`config.mk`:
```
export PLATFORM = sky130hd
export DESIGN_NAME = csa_controller
export DESIGN_NICKNAME = d
export VERILOG_FILES = /design/src/csa_pkg.sv /design/src/csa_controller.sv
export SDC_FILE = /design/constraint.sdc
export NUM_CORES = 1
export LEC_CHECK = 0
export BUFFER_PORTS_ARGS = -buffer_cell sky130_fd_sc_hd__buf_4
export CORE_MARGIN = 10
export CORE_UTILIZATION = 55
export CTS_BUF_LIST = sky130_fd_sc_hd__clkbuf_16
export CTS_CLUSTER_DIAMETER = 30
export CTS_CLUSTER_SIZE = 25
export DETAILED_ROUTE_END_ITERATION = 6
export PLACE_DENSITY = 0.89
export SLEW_MARGIN = 20
export SYNTH_ARGS = -nofsm -noshare
export SYNTH_HDL_FRONTEND = slang
export SYNTH_SLANG_ARGS = --single-unit
```
`constraint.sdc`:
```
create_clock -name clock -period 3.7 [get_ports clock]
set_input_delay 0.555 -clock clock [delete_from_list [all_inputs] [get_ports clock]]
set_output_delay 0.555 -clock clock [all_outputs]
set_load 0.05 [all_outputs]
```
`src/csa_pkg.sv`:
```
// Shared types and constants of the cosine similarity accumulator.
package csa_pkg;

   localparam int SAMPLE_W   = 16;
   localparam int ACC_W      = 48;
   localparam int HALF_W     = ACC_W / 2;
   localparam int PROD_W     = 2 * ACC_W;
   localparam int QUOT_W     = 32;
   localparam int ROOT_W     = QUOT_W / 2;
   localparam int SQ_REM_W   = ROOT_W + 2;
   localparam int MUL_SEL_W  = 3;
   localparam int STEP_W     = 5;
   localparam int MUL_STEPS  = 8;
   localparam int DIV_STEPS  = QUOT_W;
   localparam int SQRT_STEPS = ROOT_W;

   localparam logic signed [SAMPLE_W-1:0] SIM_MAX = 16'sh7FFF;

   typedef struct packed {
      logic signed [SAMPLE_W-1:0] element_a;
      logic signed [SAMPLE_W-1:0] element_b;
      logic                       last;
   } req_type;

   typedef struct packed {
      logic signed [SAMPLE_W-1:0] similarity;
      logic                       zero_norm;
      logic                       too_long;
   } rsp_type;

   typedef struct packed {
      logic                 take;
      logic                 capture;
      logic                 mul_en;
      logic [MUL_SEL_W-1:0] mul_sel;
      logic                 div_init;
      logic                 sat;
      logic                 div_step;
      logic                 sqrt_step;
      logic                 finish;
   } cmd_type;

   typedef struct packed {
      logic zero_norm;
      logic ovf;
   } status_type;

endpackage

```
`src/csa_controller.sv`:
```
// Sequencing state machine of the cosine similarity accumulator.
module csa_controller (
   input  logic                clock,
   input  logic                reset,
   input  logic                start,
   input  logic                last,
   input  csa_pkg::status_type status,
   output logic                busy,
   output csa_pkg::cmd_type    cmd
);

   localparam logic [3:0] S_IDLE      = 4'd0;
   localparam logic [3:0] S_DRAIN_IN  = 4'd1;
   localparam logic [3:0] S_CAPTURE   = 4'd2;
   localparam logic [3:0] S_MUL       = 4'd3;
   localparam logic [3:0] S_MUL_DRAIN = 4'd4;
   localparam logic [3:0] S_CMP       = 4'd5;
   localparam logic [3:0] S_DIV       = 4'd6;
   localparam logic [3:0] S_SQRT      = 4'd7;
   localparam logic [3:0] S_DONE      = 4'd8;

   logic [3:0]                   state_ff, state_in;
   logic [csa_pkg::STEP_W-1:0]   step_ff, step_in;

   assign busy = (state_ff != S_IDLE);

   always_comb begin
      state_in = state_ff;
      step_in  = step_ff;
      cmd      = '0;
      unique case (state_ff)
         S_IDLE: begin
            cmd.take = start;
            if (start && last) begin
               state_in = S_DRAIN_IN;
            end
         end
         S_DRAIN_IN: begin
            state_in = S_CAPTURE;
         end
         S_CAPTURE: begin
            cmd.capture = 1'b1;
            step_in     = '0;
            state_in    = status.zero_norm ? S_DONE : S_MUL;
         end
         S_MUL: begin
            cmd.mul_en  = 1'b1;
            cmd.mul_sel = step_ff[csa_pkg::MUL_SEL_W-1:0];
            if (step_ff == csa_pkg::STEP_W'(csa_pkg::MUL_STEPS - 1)) begin
               step_in  = '0;
               state_in = S_MUL_DRAIN;
            end else begin
               step_in = step_ff + csa_pkg::STEP_W'(1);
            end
         end
         S_MUL_DRAIN: begin
            state_in = S_CMP;
         end
         S_CMP: begin
            // A quotient of 2^32 or more can only give full scale.
            if (status.ovf) begin
               cmd.sat  = 1'b1;
               state_in = S_SQRT;
            end else begin
               cmd.div_init = 1'b1;
               state_in     = S_DIV;
            end
            step_in = '0;
         end
         S_DIV: begin
            cmd.div_step = 1'b1;
            if (step_ff == csa_pkg::STEP_W'(csa_pkg::DIV_STEPS - 1)) begin
               step_in  = '0;
               state_in = S_SQRT;
            end else begin
               step_in = step_ff + csa_pkg::STEP_W'(1);
            end
         end
         S_SQRT: begin
            cmd.sqrt_step = 1'b1;
            if (step_ff == csa_pkg::STEP_W'(csa_pkg::SQRT_STEPS - 1)) begin
               step_in  = '0;
               state_in = S_DONE;
            end else begin
               step_in = step_ff + csa_pkg::STEP_W'(1);
            end
         end
         S_DONE: begin
            cmd.finish = 1'b1;
            state_in   = S_IDLE;
         end
         default: begin
            state_in = S_IDLE;
         end
      endcase
   end

   always_ff @(posedge clock) begin
      if (reset) begin
         state_ff <= S_IDLE;
         step_ff  <= '0;
      end else begin
         state_ff <= state_in;
         step_ff  <= step_in;
      end
   end

endmodule

```
# ---- After elaboration in Yosys (flattened, before gate mapping)
# Cells that the tools add are included.
dict set report op_classes {
  n_addsub 1
  eq_ne 15
  muxes 20
  reduce_logical 6
}
# operator n
set op_table {}
lappend op_table {{case mux 4 bit (8 select lines)} 1}
lappend op_table {{two-way mux 4 bit} 6}
lappend op_table {{case mux 5 bit (4 select lines)} 1}
lappend op_table {{== test 4 x 3 -> 1 bit, second input constant} 4}
lappend op_table {{two-way mux 5 bit} 3}
lappend op_table {{== test 4 x 2 -> 1 bit, second input constant} 2}
lappend op_table {{two-way mux 1 bit} 8}
lappend op_table {{inequality test 2 bit, second input constant} 4}
lappend op_table {{nonzero test 4 bit} 2}
lappend op_table {{adder 5 x 1 -> 5 bit, second input constant} 1}
lappend op_table {{== test 5 x 3 -> 1 bit, second input constant} 1}
lappend op_table {{== test 5 x 4 -> 1 bit, second input constant} 1}
lappend op_table {{== test 5 bit, second input constant} 1}
lappend op_table {{== test 4 x 1 -> 1 bit, second input constant} 1}
lappend op_table {{== test 4 bit, second input constant} 1}
lappend op_table {{zero test 4 bit} 1}
lappend op_table {{AND reduction 4 bit} 1}
lappend op_table {{two-way mux 2 bit} 1}
lappend op_table {{OR reduction 2 bit} 1}
lappend op_table {{logical AND 1 bit} 1}
dict set report word_totals {
  reg_bits 9
  inputBits 6
  elab_cells 44
}

# ---- Logic depth before layout (Yosys ltp)
dict set report logic_depth {
  depth_word 3
  mapped_depth 8
  ltp_nobuf 8
}

# ---- Least setup slack after synthesis
# Ideal clock, no wire load.
dict set report synth_timing {
  kind {reg2out}
  start {register state_ff[0]}
  end {output port cmd[3] (netlist name)}
  t_arrival_ns 2.325
  path_slack_ns 0.820
  stages_incl_launch_ff 5
  n_path_buf 2
  path_cell_list {dfxtp_1 buf_6 buf_4 nand2_1 nor4b_1}
}
# item line
set synth_lines {}
lappend synth_lines {{start: declaration} csa_controller.sv:22} ;# logic [3:0] state_ff, state_in;
lappend synth_lines {{start signal: assignment} csa_controller.sv:103} ;# state_ff <= state_in;
lappend synth_lines {{end: declaration} csa_controller.sv:9} ;# output csa_pkg::cmd_type cmd

==> results by group <==
Routing
  • Routed length per placed instance: 14.7 um
  • Remaining number of nets flagged by the antenna check after routing: 0
  • TritonRoute pass-1 iters: 2
  • Total detailed-routing wirelength: 1.73 mm
  • Routed vias/inst: 5.56
  • DRC viols: 0
  • Initial detailed-routing violation count: 4
  • Via Count: 656

STA
  • Max Fclk: 0.440 GHz
  • Minimum clock period after layout: 2.27 ns
  • Post-route fraction of the period consumed by the critical path: 0.615
  • Unrepaired setup endpoints after global routing: false
  • Count of pins over their slew limit: 0
  • Final-report setup violation count: 0
  • Final total negative setup slack: 0 ns
  • Relative slew slack: 0.612
  • Worst slew pin tran: 0.581 ns
  • Worst slack on hold paths: 0.547 ns
  • Number of endpoints with negative hold slack in the final report: 0
  • Largest clock skew in the final design: 0.00386 ns

Yosys
  • Count of different cell masters after synthesis: 40
  • Dominant cells by area after synthesis: dfxtp_1, ha_1, xnor2_1
  • Gate count after technology mapping: 87
  • #FFs+latches synth: 9
  • Async S/R FF share, synth: 0
  • Area fraction of the dominant cell type after synthesis: 0.233
  • Syn Area/Cell: 8.87 um^2
  • Cell taking the most area after synthesis: dfxtp_1
  • Top_reg_cell synth: dfxtp_1
  • Sequential element share of the synthesized area: 0.233
  • Total standard cell area after synthesis: 772 um^2
  • Post-Syn Nets: 97
  • Synth Warn #: 0
  • Number of flops mapped to enable cells by yosys: 0

Setup path
  • R2r setup slk: 1.96 ns
  • Peak fanout along the critical path: 17
  • Crit Path Class: reg2out
  • Buffers & Inverters on Critical Path: 1
  • Startpoint of the worst register-to-register path: step_ff[0]
  • Nature of the critical path startpoint: flop
  • Worst endpoint required time: 3.14 ns
  • Max stage delay on crit path: 0.68 ns
  • CP Cell Sequence: nand2_1, nor4b_1, buf_4
  • FF-to-FF End: step_ff[0]
  • Kind of cell adding the most delay to the critical path: flip-flops
  • Nature of the critical path endpoint: output pin
  • Arrival time of data at the critical path endpoint: 1.72 ns
  • CP max stage cell: dfxtp_1
  • Worst Reg-to-Reg Cells: 8

GRT
  • Total routing usage reported by global routing: 0.111
  • Pin count of the biggest net entering global routing: 18
  • Leftover overflow at the end of global routing: 0
  • Global-route wire length before repair: 2.90 mm
  • Initial antenna violation count: 0
  • Number of global-route vias before repair: 627

CTS
  • Number of setup buffers added after CTS: 0
  • Clock tree from TritonCTS: built
  • CTS resizes: 0
  • Number of levels the H-tree was split into: 1
  • Root Driver: clkbuf_16
  • Clock Pin Slew Worst Setup and Hold Paths: 0.04 ns
  • Number of clock sinks: 9
  • Number of buffers created by CTS: 3
  • Count of hold buffers inserted by post-cts repair: 0
  • Clock network latency to the later pin of the worst-skew pair: 0.24 ns
  • Clk buf depth: 2

Run
  • Max-Cap Viols: 0

Placement
  • Area of placed instances: 880 um^2
  • HPWL Detailed: 1.28 mm
  • Number of I/O port buffers: 17
  • Placed insts: 114
  • Routability congestion estimate: 0.726

Cells and area
  • Diodes inserted: 0
  • Fraction of final layout cells with drive strength greater than 1: 0.350
  • Net total in the final layout: 114
  • Post-Layout Cell Count: 118
  • Area of all placed cells without fillers: 958 um^2
  • Area overhead of the layout relative to synthesis: 24.1%
  • Final-layout fill cell count: 99
  • Share of the core filled with cells: 0.727

Worst hold path
  • Start point of the worst hold path: reset
  • Hold Crit Depth: 2
  • HP Class: in2reg
  • Endpoint with the worst hold slack: step_ff[4]

Power
  • Power density of the placed cells: 635 nW/um^2
  • IR Drop Worst-Case VDD: 293 uV
  • Leakage power: 0.408 nW

Floorplanning
  • Floorplan Core Area: 1320 um^2
  • DIE WIDTH: 57.5 um
  • Die Y: 57.5 um
  • Top-Level Pins: 18
  • Effective utilization at floorplan: 0.586
  • Row count: 13
  • Die Area: 3300 um^2

Run status
  • Result of the run: completed
[synthesized netlist by cell type, types with 2 or more instances]
master,number
nor3_1,3
nand2b_1,3
nand2_1,8
inv_1,6
ha_1,4
mux2i_1,3
a21oi_2,2
nor4b_1,2
xnor2_1,4
nand3_1,2
nor3b_2,2
buf_4,3
and2_1,4
nor3_2,3
dfxtp_1,9
nor2_1,3
o21ai_0,3
[sequential cells by signal, summed over array words and instances, names as in the netlist]
signal / cells
state_ff: 4
step_ff: 5
[cell usage in the layout (no fill, tap or decap), types with 3 or more instances in the layout]
master and n:
buf_4 17, dfxtp_1 9, nand2_1 8, inv_1 7, and2_1 4, xnor2_1 4
ha_1 4, nand2b_1 3, nor3_1 3, nor2_1 3, nor3_2 3, mux2i_1 3
o21ai_0 3, clkbuf_16 3
[area by class of cell]
type,count,area [um^2],area share
clock inverter,1,3.75,0.00392
clock buffer,3,75.1,0.0783
tap,15,18.8,0.0196
inverter,6,22.5,0.0235
timing repair buffer,17,128,0.133
sequential,9,180,0.188
multi-input combinational,67,531,0.554
[where the power goes]
group	total, mW	switching (mW)	internal, mW
Sequential	0.162	0.0485	0.113
Clock	0.191	0.0498	0.141
Combinational	0.256	0.156	0.100
[routing by layer]
layer,up-vias,share of wire,track usage
met2,11,0.52,0.189
met3,5,0.062,0.0575
li1,334,-,-
met5,-,0,0
met4,0,0.017,0.0570
met1,306,0.40,0.107
[stage by stage]
stage	power, mW	setup WS [ns]
after global routing	0.642	1.30
after CTS	0.615	1.44
final	0.609	1.43
after global placement	0.412	1.78
after floorplan	0.376	0.820
after detailed placement	0.419	1.70
[how the worst max path moves through the flow]
stage / start / end / slack, ns / cells after the start
final: state_ff[0] / cmd[3] / 1.43 / 3
after floorplan: state_ff[0] / cmd[3] / 0.82 / 4
after CTS: state_ff[0] / cmd[3] / 1.44 / 3
after global placement: state_ff[0] / cmd[3] / 1.78 / 3
after detailed placement: state_ff[0] / cmd[3] / 1.70 / 3
after global routing: state_ff[0] / cmd[3] / 1.30 / 3
[cells by family (layout without fill, tap and decap cells)]
family | count (synthesis) | count (layout) | share of synthesized area
compound gates | 14 | 14 | 0.141
xor+xnor | 4 | 4 | 0.0454
fa+ha+maj | 4 | 4 | 0.0648
buf+inv | 11 | 27 | 0.0794
flops | 9 | 9 | 0.233
mux | 3 | 3 | 0.0389
simple gates | 42 | 42 | 0.397
(Power assumes the default switching activity.)
